## config.mk

```make
export PLATFORM = sky130hd
export DESIGN_NAME = pli_ctrl
export DESIGN_NICKNAME = d
export VERILOG_FILES = /design/src/pli_pkg.sv /design/src/pli_ctrl.sv
export SDC_FILE = /design/constraint.sdc
export NUM_CORES = 1
export LEC_CHECK = 0
export BUFFER_PORTS_ARGS = -buffer_cell sky130_fd_sc_hd__buf_2
export CORE_AREA = 5 5 42 44
export DETAILED_ROUTE_END_ITERATION = 10
export DIE_AREA = 0 0 47 49
export HOLD_SLACK_MARGIN = 0.03
export SYNTH_ARGS = -nofsm -noshare
export SYNTH_HDL_FRONTEND = slang
export SYNTH_SLANG_ARGS = --single-unit
export TNS_END_PERCENT = 30
```

## constraint.sdc

```tcl
create_clock -name clk -period 1.6 [get_ports clk]
set_input_delay 0.48 -clock clk [delete_from_list [all_inputs] [get_ports clk]]
set_output_delay 0.48 -clock clk [all_outputs]
set_load 0.05 [all_outputs]
```

## src/pli_pkg.sv

```systemverilog
// pli_pkg: shared types and constants of the piecewise linear interpolator
// no dependencies; used by the interfaces, controller, datapath and top level

package pli_pkg;

  localparam int DEFAULT_MAX_KEYS = 64;
  localparam int WORD_W           = 32;
  localparam int ENTRY_W          = 6;
  localparam int COUNT_W          = 7;
  localparam int FRAC_W           = 16;
  localparam int CFG_IDX_W        = 1;
  localparam int CFG_DATA_W       = COUNT_W;
  localparam int PROD_W           = WORD_W + 1 + FRAC_W + 1;

  localparam logic [CFG_IDX_W-1:0] REG_KEY_COUNT   = 1'b0;
  localparam logic [CFG_IDX_W-1:0] REG_VALUE_COUNT = 1'b1;

  localparam logic ACT_WRITE = 1'b0;
  localparam logic ACT_QUERY = 1'b1;

  typedef enum logic [2:0] {
    ST_IDLE,
    ST_SCAN,
    ST_DIV,
    ST_VRD0,
    ST_VRD1,
    ST_DIFF,
    ST_MUL,
    ST_SUM
  } pli_state_t;

  typedef struct packed {
    logic wr_en;
    logic start;
    logic scan_step;
    logic div_step;
    logic rd_right;
    logic cap_v0;
    logic cap_diff;
    logic cap_prod;
    logic load_out;
  } pli_cmd_t;

  typedef struct packed {
    logic counts_ok;
    logic key_le;
    logic found;
    logic scan_last;
    logic div_last;
    logic out_free;
  } pli_status_t;

endpackage

```

## src/pli_ctrl.sv

```systemverilog
// pli_ctrl: sequencing state machine of the interpolator
// depends on pli_pkg for the state type and the command and status structs

module pli_ctrl (
  input  logic                 clk,
  input  logic                 rst,
  input  logic                 item_valid,
  input  logic                 item_action,
  input  pli_pkg::pli_status_t status,
  output logic                 item_ready,
  output pli_pkg::pli_cmd_t    cmd
);

  pli_pkg::pli_state_t state, state_next;

  always_ff @(posedge clk) begin
    if (rst) begin
      state <= pli_pkg::ST_IDLE;
    end else begin
      state <= state_next;
    end
  end

  always_comb begin
    state_next = state;
    cmd        = '0;
    item_ready = 1'b0;
    unique case (state)
      pli_pkg::ST_IDLE: begin
        item_ready = 1'b1;
        if (item_valid) begin
          if (item_action == pli_pkg::ACT_WRITE) begin
            cmd.wr_en = 1'b1;
          end else if (status.counts_ok) begin
            cmd.start  = 1'b1;
            state_next = pli_pkg::ST_SCAN;
          end
        end
      end
      pli_pkg::ST_SCAN: begin
        cmd.scan_step = 1'b1;
        priority if (status.key_le && !status.scan_last) begin
          state_next = pli_pkg::ST_SCAN;
        end else if (!status.key_le && status.found) begin
          state_next = pli_pkg::ST_DIV;
        end else begin
          state_next = pli_pkg::ST_VRD0;
        end
      end
      pli_pkg::ST_DIV: begin
        cmd.div_step = 1'b1;
        if (status.div_last) begin
          state_next = pli_pkg::ST_VRD0;
        end
      end
      pli_pkg::ST_VRD0: begin
        state_next = pli_pkg::ST_VRD1;
      end
      pli_pkg::ST_VRD1: begin
        cmd.rd_right = 1'b1;
        cmd.cap_v0   = 1'b1;
        state_next   = pli_pkg::ST_DIFF;
      end
      pli_pkg::ST_DIFF: begin
        cmd.cap_diff = 1'b1;
        state_next   = pli_pkg::ST_MUL;
      end
      pli_pkg::ST_MUL: begin
        cmd.cap_prod = 1'b1;
        state_next   = pli_pkg::ST_SUM;
      end
      pli_pkg::ST_SUM: begin
        if (status.out_free) begin
          cmd.load_out = 1'b1;
          state_next   = pli_pkg::ST_IDLE;
        end
      end
      default: begin
        state_next = pli_pkg::ST_IDLE;
      end
    endcase
  end

endmodule

```

Yosys cells after proc, flatten, opt, wreduce, memory -nomap -nowiden
Cells that the tools add are included.
{"block": "op_classes", "eq_ne": 12, "n_mux": 21, "n_reduce_logical": 6}
{"op": "3-bit one-hot mux with 8 select lines", "n": 1}
{"op": "3-bit 2-to-1 mux", "n": 6}
{"op": "3-bit equality test (second input constant)", "n": 4}
{"op": "1-bit 2-to-1 mux", "n": 11}
{"op": "2-bit inequality test (second input constant)", "n": 5}
{"op": "3-bit by 2-bit equality test with 1-bit output (second input constant)", "n": 2}
{"op": "2-bit 2-to-1 mux", "n": 3}
{"op": "5-bit AND reduction", "n": 1}
{"op": "3-bit by 1-bit equality test with 1-bit output (second input constant)", "n": 1}
{"op": "3-bit logical NOT", "n": 1}
{"op": "1-bit logical AND", "n": 2}
{"op": "1-bit logical NOT", "n": 2}
{"block": "word_totals", "inputBits": 10, "reg_bits": 3, "word_cells": 40}

Depth between registers and ports, before layout
Gate-level depths: netlist of the first run.
{"block": "depth", "word_depth": 5, "ltp_mapped": 4, "mapped_depth_nobuf": 3}

Least setup slack after synthesis of the first run
Ideal clock, no wire load.
{"block": "synth_timing", "path_type": "flip-flop to output port", "start": "register state[0]", "end": "output port cmd[4] (netlist name)", "n_path_buf": 2, "arrival_ns": 2.095, "path_stages_with_launch": 4, "setup_slack_ns": -0.975, "required_ns": 1.120, "cell_sequence": "dfxtp_1 buf_2 nor3b_1 buf_4"}
{"item": "start: declaration", "line_no": "pli_ctrl.sv:14", "rtl": "pli_pkg::pli_state_t state, state_next;"}
{"item": "start signal: assignment", "line_no": "pli_ctrl.sv:18", "rtl": "state <= pli_pkg::ST_IDLE;"}
{"item": "start signal: assignment", "line_no": "pli_ctrl.sv:20", "rtl": "state <= state_next;"}
{"item": "end: declaration", "line_no": "pli_ctrl.sv:11", "rtl": "output pli_pkg::pli_cmd_t cmd"}

==> metrics.cfg, run 1 <==
[run_status]
outcome = complete, but fails checks
violations = negative setup slack

[worst_hold_path]
worstHoldPathType = primary input to register

[die]
start_util = 0.189
fp.dieW_um = 47
die-area_sq_um = 2300
die_y_um = 49
pin_count = 20
row_count = 14
coreArea_sq_um = 1400

[synth]
yosys_warnings = 0
synth_seq_area_share = 0.226
synthMuxAreaShare = 0
ys_seq_elements = 3
netlist.area_leader.share = 0.226
synthSimpleGateAreaFrac = 0.467
syn_avg_cell_area_sq_um = 8.56
synth_nets = 41
synthXorXnorAreaFrac = 0
synth_compound_area_frac = 0.198
netlist_area_sq_um = 265
yosysTopAreaCell = dfxtp_1
synth_cell_types = 19
synth_top_family_by_area = simple AND/OR/NAND/NOR gates
synth_adder_area_share = 0
syn_inst = 31
synth_area_leaders = dfxtp_1, nand4b_4, a2bb2oi_1, and3b_1, a211oi_1

[route]
wl_per_cell_um = 11.7
drtPass1Iterations = 4
wl_um = 972
drtIter0Drc = 8
vias = 371
drtAntennaViolNets = 0
drc_errors = 0
viasPerCell = 4.47

[setup_path]
startpoint = state[0]$_SDFFE_PP0P_
r2r_end = state[1]$_SDFFE_PP0P_
r2r-start = state[1]$_SDFFE_PP0P_
reg2regPathDepth = 5
end_kind = output pin
crit_fanout = 6
arrival_ps = 1120
worst_ep_required_time_ps = 1120
endpoint = cmd[8]
critPathKind = register to output pin
critPathLaunchType = register
r2r_slack_ps = 400

[timing]
finClkSkew_ps = 1.01
rsz0062_at_grt = yes
relSlewSlack = 0.831
tightest_slew_ps = 252
fin_crit_sh = 1.00
setup-violations-final = 3
min_period_ps = 1600
clock.fmax_mhz = 623
finalSetupTns_ps = -11.1
holdWs_ps = 432
fin_ws_ps = -4.82
slew_viol_final = 0
hold_violations = 0

[placement]
dpl.cell_count = 68
dp_slack_ps = -15.2
gp_congestion = 0.745
portBuffers = 19

[layout]
largest_reg_flops = 3
antenna_cells = 0
nNetsFinal = 78
largest-register = state
instances_no_fill = 83
area_growth_pct = 142
fin_util = 0.459
fill_cells = 139
reg_top3 = state: 3 flops
drive_above_1_share = 0.776

[cts]
cts_hold_buf = 0
cts_sinks = 3
insertion_delay_ps = 230
cts_max_path_buffers = 2
cts-root-buf = clkbuf_4
htreeDepth = 1
cts_tree = yes
cts_buffers = 3
cts.clk_slew.worst_paths_ps = 30

[flow_run]
drv_cap = 0

[global_route]
grt_antenna_before_repair = 0
track_usage = 0.0901
grt_overflow = 0
grt_max_degree = 9
grt_pass1_vias = 341
grt_pass1_wl_um = 1480

[pwr]
peakVddDrop_uv = 467
power_density_nw_per_um2 = 777
p_leak_uw = 0.000321

## layer usage
metal  vias to the layer above  routed length, um  track usage
li1                        186                  -            -
met1                       166                361        0.103
met2                        15                526        0.136
met3                         4                 77       0.0554
met4                         0                  7       0.0276
met5                         -                  0            0
## area by class of cell
cell class | instances | area, sq um | share of cell area
clock buffers | 4 | 26.3 | 0.0409
multi-input cells | 24 | 231 | 0.360
flip-flops and latches | 3 | 71.3 | 0.111
well taps | 16 | 20.0 | 0.0311
repair buffers | 36 | 294 | 0.457
## where the power goes
group          switching [uW]  total, uW  leakage, uW  internal (uW)
clock network            38.4        132    0.0000150           93.4
logic                     139        266     0.000279            127
registers                18.4        103    0.0000267           84.2
total                     195        500     0.000321            305
## critical path: stages (launching register included)
cell	delay (ps)
dfxtp_4	360
nor3_4	170
and3b_2	210
buf_8	140
## layout by cell type, fill, tap and decap left out
| master | n |
|---|---|
| and2_1 | 1 |
| nand4b_4 | 1 |
| nor2_4 | 2 |
| nor2b_1 | 1 |
| buf_6 | 9 |
| nand2b_1 | 1 |
| nor3_4 | 1 |
| dfxtp_4 | 3 |
| buf_8 | 2 |
| nand2_4 | 1 |
| a211oi_1 | 2 |
| clkbuf_4 | 3 |
| and3b_1 | 1 |
| nand2_1 | 2 |
| buf_4 | 15 |
| a221oi_2 | 1 |
| a2bb2oi_1 | 2 |
| buf_2 | 10 |
| nor3_1 | 1 |
| and3b_2 | 1 |
| nor3_2 | 1 |
| clkbuf_1 | 1 |
| nor2_1 | 2 |
| nor3b_4 | 2 |
| a21oi_1 | 1 |
## stage by stage
stage / instance area (sq um) / power, uW
after floorplan: 294 / 241
after global placement: 425 / 294
after detailed placement: 425 / 298
after CTS: 578 / 488
after global routing: 643 / 536
final: 643 / 500
## cell usage after synthesis (all sizes together)
library cell	n
buf	4
nor2	4
dfxtp	3
nand2	3
nor3	3
a211oi	2
a2bb2oi	2
and3b	2
nor3b	2
a21oi	1
a221oi	1
and2	1
nand2b	1
nand4b	1
nor2b	1
## worst min path at each step
stage	startpoint	end	cells past startpoint
6_report	rst	state[0]$_SDFFE_PP0P_	2
5_1_grt	rst	state[0]$_SDFFE_PP0P_	2
4_1_cts	rst	state[0]$_SDFFE_PP0P_	2
3_5_place_dp	rst	state[0]$_SDFFE_PP0P_	2
3_3_place_gp	rst	state[0]$_SDFFE_PP0P_	2
2_1_floorplan	rst	state[0]$_SDFFE_PP0P_	1
## cells by family (layout without fill, tap and decap cells)
| family | count (synthesis) | in the layout |
|---|---|---|
| flops | 3 | 3 |
| buf+inv | 4 | 40 |
| simple gates | 18 | 18 |
| compound gates | 6 | 6 |
## what timing repair did
action | 4_1_cts | 5_1_grt
setup endpoints to repair | 10 | 10
setup buffers | 7 | 4
resized for setup | 30 | 8
pin swaps | 3 | 3
Power figures use the tool's default switching activity.
==> run 2, diff against run 1 <==
--- a/config.mk
+++ b/config.mk
@@ -10,6 +10,7 @@
 export DETAILED_ROUTE_END_ITERATION = 10
 export DIE_AREA = 0 0 47 49
 export HOLD_SLACK_MARGIN = 0.03
+export SETUP_SLACK_MARGIN = 0.02
 export SYNTH_ARGS = -nofsm -noshare
 export SYNTH_HDL_FRONTEND = slang
 export SYNTH_SLANG_ARGS = --single-unit
==> run 2 against run 1 <==
- the run still ends with negative setup slack left
- final area rose by 1.2%
- wire length unchanged
- global-route usage unchanged
- clock-buffer cell count unchanged
- via count is 0.27% lower
- core utilization up 0.54 points
- highest routed layer unchanged
- register-to-register slack hardly changed
==> metrics.cfg, run 2 (synthesis gave the netlist of run 1 again) <==
[global_route]
grt_pass1_vias = 341  ; unchanged
grt_pass1_wl_um = 1480  ; unchanged
grt_max_degree = 9  ; unchanged
grt_overflow = 0  ; unchanged
grt_antenna_before_repair = 0  ; unchanged
track_usage = 0.0901  ; unchanged

[pwr]
swShare = 0.390  ; -0.000971
peakVddDrop_uv = 467  ; about the same
p_comb_frac = 0.534  ; +0.003
switchingPower_uw = 196  ; +0.34%
seqPwrFrac = 0.204  ; about the same
power_uw = 503  ; +0.59%
power.internal_uw = 307  ; +0.75%
clockPowerShare = 0.262  ; -0.002
p_leak_uw = 0.000323  ; +0.58%
power_density_nw_per_um2 = 773  ; -0.57%

[timing]
setup-violations-final = 3  ; unchanged
finClkSkew_ps = 1.01  ; unchanged
tightest_slew_ps = 252  ; unchanged
min_period_ps = 1600  ; -0.0383 ps
hold_violations = 0  ; unchanged
fin_crit_sh = 1.00  ; about the same
clock.fmax_mhz = 623  ; about the same
relSlewSlack = 0.831  ; unchanged
fin_ws_ps = -4.78  ; +0.0383 ps
slew_viol_final = 0  ; unchanged
rsz0062_at_grt = yes
holdWs_ps = 432  ; unchanged

[cts]
cts_tree = yes
htreeDepth = 1  ; unchanged
cts_buffers = 3  ; unchanged
cts_hold_buf = 0  ; unchanged
cts-root-buf = clkbuf_4
cts.clk_slew.worst_paths_ps = 30  ; about the same
cts_max_path_buffers = 2  ; unchanged
cts_sinks = 3  ; unchanged
insertion_delay_ps = 230  ; about the same

[setup_path]
critPathKind = register to output pin
end_kind = output pin
arrival_ps = 1120  ; about the same
worst_ep_required_time_ps = 1120  ; about the same
reg2regPathDepth = 5  ; unchanged
crit_fanout = 6  ; unchanged
r2r_end = state[1]$_SDFFE_PP0P_
critPathLaunchType = register
r2r-start = state[1]$_SDFFE_PP0P_
r2r_slack_ps = 400  ; about the same

[layout]
area_growth_pct = 145
antenna_cells = 0  ; unchanged
fill_cells = 140  ; +0.72%
largest-register = state
final_common_cell = buf_4
reg_top3 = state: 3 flops
instances_no_fill = 83  ; unchanged
fin_util = 0.464  ; +0.00536
nNetsFinal = 78  ; unchanged
largest_reg_flops = 3  ; unchanged
final_cell_mix = buf_4, buf_2, buf_6
drive_above_1_share = 0.776  ; unchanged

[die]
die-area_sq_um = 2300  ; unchanged
fp.dieW_um = 47  ; unchanged
start_util = 0.189  ; unchanged
pin_count = 20  ; unchanged
coreArea_sq_um = 1400  ; unchanged
die_y_um = 49  ; unchanged
row_count = 14  ; unchanged

[worst_hold_path]
worstHoldPathType = primary input to register
whs_endpoint = state[0]$_SDFFE_PP0P_
min_from = rst
holdPathStages = 2  ; unchanged

[route]
viasPerCell = 4.46  ; -0.27%
vias = 370  ; -0.27%
drtAntennaViolNets = 0  ; unchanged
wl_um = 972  ; unchanged
wl_per_cell_um = 11.7  ; unchanged
drtPass1Iterations = 4  ; unchanged
drtIter0Drc = 8  ; unchanged
drc_errors = 0  ; unchanged

[placement]
dp_slack_ps = -15.2  ; unchanged
dpl.cell_count = 68  ; unchanged
gp_congestion = 0.745  ; unchanged
portBuffers = 19  ; unchanged

[flow_run]
drv_cap = 0  ; unchanged

[run_status]
violations = negative setup slack
outcome = complete, but fails checks

[run 2: what timing repair did]
item                       in CTS  in global routing
buffers inserted                7                  4
resized for setup              31                  9
pin swaps                       3                  3
setup endpoints to repair      10                 10
[run 2: cell type report]
cell class              instances  area, sq um  area share
repair buffers                 36          302       0.463
multi-input cells              24          231       0.356
flip-flops and latches          3         71.3       0.110
clock buffers                   4         26.3      0.0404
well taps                      16         20.0      0.0308
[run 2: how the worst max path moves through the flow]
stage | startpoint | endpoint | depth (start not counted)
2_1_floorplan | state[1]$_SDFFE_PP0P_ | cmd[8] | 3
3_3_place_gp | state[2]$_SDFFE_PP0P_ | cmd[0] | 3
3_5_place_dp | state[1]$_SDFFE_PP0P_ | cmd[0] | 3
4_1_cts | state[2]$_SDFFE_PP0P_ | cmd[8] | 3
5_1_grt | state[0]$_SDFFE_PP0P_ | cmd[8] | 3
6_report | state[0]$_SDFFE_PP0P_ | cmd[8] | 3
[run 2: per-layer routing]
| layer | up-vias | GRT usage | part of all wire |
|---|---|---|---|
| met4 | 0 | 0.0276 | 0.0072 |
| li1 | 186 | - | - |
| met1 | 165 | 0.103 | 0.38 |
| met2 | 15 | 0.136 | 0.54 |
| met5 | - | 0 | 0 |
| met3 | 4 | 0.0554 | 0.079 |
[run 2: worst max-delay path: stages, from the launching register on]
cell     delay, ps
dfxtp_4        360
nor3_4         170
and3b_2        210
buf_8          140
[run 2: power by group through the flow]
stage	clock (uW)	combinational [uW]	sequential, uW
2_1_floorplan	0	150	91.0
3_5_place_dp	0	189	109
6_report	132	269	103
3_3_place_gp	0	187	107
5_1_grt	150	285	105
4_1_cts	138	249	102
[run 2: metrics by stage]
stage	area (sq um)	TNS, ps
2_1_floorplan	294	-936
3_3_place_gp	425	0
3_5_place_dp	425	-15.2
4_1_cts	582	-67.5
5_1_grt	651	-288
6_report	651	-11.2
==> run 3, diff against run 2 <==
--- a/config.mk
+++ b/config.mk
@@ -10,6 +10,7 @@
 export DETAILED_ROUTE_END_ITERATION = 10
 export DIE_AREA = 0 0 47 49
 export HOLD_SLACK_MARGIN = 0.03
+export REMOVE_ABC_BUFFERS = 1
 export SETUP_SLACK_MARGIN = 0.02
 export SYNTH_ARGS = -nofsm -noshare
 export SYNTH_HDL_FRONTEND = slang
==> run 3 against run 2 <==
- the run still ends with negative setup slack left
- combinational power down 26%
- clock power about the same
- maximum frequency about the same
- critical path depth unchanged
- clock-buffer cell count unchanged
- largest cell class is now multi-input gates
- highest routed layer is now met3
==> metrics.cfg, run 3 (synthesis gave the netlist of run 1 again) <==
[die]
row_count = 14  ; unchanged
coreArea_sq_um = 1400  ; unchanged
die_y_um = 49  ; unchanged
start_util = 0.189  ; unchanged
die-area_sq_um = 2300  ; unchanged
pin_count = 20  ; unchanged
fp.dieW_um = 47  ; unchanged

[run_status]
violations = negative setup slack
outcome = complete, but fails checks

[pwr]
power_uw = 434  ; -14%
peakVddDrop_uv = 219  ; -53%
power_density_nw_per_um2 = 899  ; +16%
p_leak_uw = 0.000235  ; -27%

[layout]
largest-register = state
area_growth_pct = 82.1
fill_cells = 167  ; +19%
antenna_cells = 0  ; unchanged
final_cell_mix = buf_2, buf_4, clkbuf_4, buf_6
largest_reg_flops = 3  ; unchanged
drive_above_1_share = 0.673  ; -0.103
reg_top3 = state: 3 flops
final_common_cell = buf_2
nNetsFinal = 66  ; -15%

[global_route]
gr-usage-met3 = 0.0332  ; -0.0221
track_usage = 0.0816  ; -0.00850
grtUsageMet2 = 0.124  ; -0.0113
grt.busiest_layer = met2
grt_overflow = 0  ; unchanged
grt_antenna_before_repair = 0  ; unchanged
grt_pass1_wl_um = 1340  ; -9.8%
grt_use_met1 = 0.0810  ; -0.0221
grt_max_degree = 11  ; +2
grt_pass1_vias = 327  ; -4.1%

[timing]
min_period_ps = 1600  ; -1.28 ps
clock.fmax_mhz = 624  ; about the same
holdWs_ps = 439  ; +6.41 ps
tightest_slew_ps = 245  ; -6.40 ps
fin_crit_sh = 1.00  ; about the same
fin_ws_ps = -3.50  ; +1.28 ps
rsz0062_at_grt = yes
hold_violations = 0  ; unchanged
finClkSkew_ps = 1.23  ; +0.222 ps
slew_viol_final = 0  ; unchanged
relSlewSlack = 0.835  ; +0.00430
setup-violations-final = 1  ; -2

[setup_path]
reg2regPathDepth = 4  ; -1
critPathLaunchType = register
r2r-start = state[0]$_SDFFE_PP0P_
critPathKind = register to output pin
r2r_end = state[0]$_SDFFE_PP0P_
end_kind = output pin
arrival_ps = 1120  ; about the same
worst_ep_required_time_ps = 1120  ; about the same
crit_fanout = 6  ; unchanged
r2r_slack_ps = 480  ; +80 ps

[cts]
cts_sinks = 3  ; unchanged
htreeDepth = 1  ; unchanged
cts_tree = yes
cts_max_path_buffers = 2  ; unchanged
cts_buffers = 3  ; unchanged
insertion_delay_ps = 230  ; about the same
cts-root-buf = clkbuf_4
cts_hold_buf = 0  ; unchanged
cts.clk_slew.worst_paths_ps = 40  ; about the same

[route]
drtPass1Iterations = 4  ; unchanged
drc_errors = 0  ; unchanged
wl_um = 860  ; -12%
vias = 317  ; -14%
drtAntennaViolNets = 0  ; unchanged
wl_per_cell_um = 12.1  ; +3.4%
viasPerCell = 4.46  ; +0.16%
drtIter0Drc = 5  ; -3

[placement]
hpwl_um = 576
dp_slack_ps = 18.5  ; +33.7 ps
portBuffers = 19  ; unchanged
gp_congestion = 0.641  ; -14%

[flow_run]
drv_cap = 0  ; unchanged

[worst_hold_path]
min_from = rst
holdPathStages = 2  ; unchanged
worstHoldPathType = primary input to register
whs_endpoint = state[0]$_SDFFE_PP0P_

[run 3: worst max-delay path by stage]
stage | start | to | slack [ps] | cells past startpoint
detailed placement | item_valid | cmd[7] | 20 | 4
CTS | state[1]$_SDFFE_PP0P_ | cmd[8] | -30 | 3
finish | state[0]$_SDFFE_PP0P_ | cmd[8] | -4 | 3
global placement | item_valid | cmd[7] | 20 | 4
floorplan | state[2]$_SDFFE_PP0P_ | cmd[3] | -1580 | 1
global route | state[0]$_SDFFE_PP0P_ | cmd[8] | -70 | 3
[run 3: critical path, cell delays in order (launching register included)]
cell and delay [ps]:
dfxtp_4 360, nor3_4 180, and3b_1 190, buf_6 160
[run 3: where the power goes]
part	leakage [uW]	switching (uW)	internal [uW]	total, uW
Sequential	0.0000267	20.0	84.2	104
Clock	0.0000150	37.9	93.4	131
Combinational	0.000193	117	81.5	199
Total	0.000235	175	259	434
[run 3: area by class of cell]
class	instances	area [sq um]	share of cell area
multi-input cells	24	195	0.404
repair buffers	24	170	0.352
flip-flops and latches	3	71.3	0.148
clock buffers	4	26.3	0.0544
well taps	16	20.0	0.0415
[run 3: routing by layer]
layer / wire length, um / vias up
met1: 318 / 144
met3: 90 / 0
met2: 451 / 15
li1: - / 158
met5: 0 / -
met4: 0 / 0
[run 3: stage by stage]
| stage | util | cells | TNS, ps | cell area (sq um) |
|---|---|---|---|---|
| 2_1_floorplan | - | 27 | -5120 | 236 |
| 3_3_place_gp | 0.267 | 65 | 0 | 374 |
| 3_5_place_dp | 0.267 | 65 | 0 | 374 |
| 4_1_cts | 0.326 | 69 | -29.5 | 457 |
| 5_1_grt | 0.345 | 71 | -191 | 483 |
| 6_report | 0.345 | 71 | -3.50 | 483 |
[run 3: repair_timing]
action                                  4_1_cts  5_1_grt
pin swaps                                     2        2
setup buffers                                 0        2
endpoints found under the setup margin       10       10
gates resized for setup                      19        7
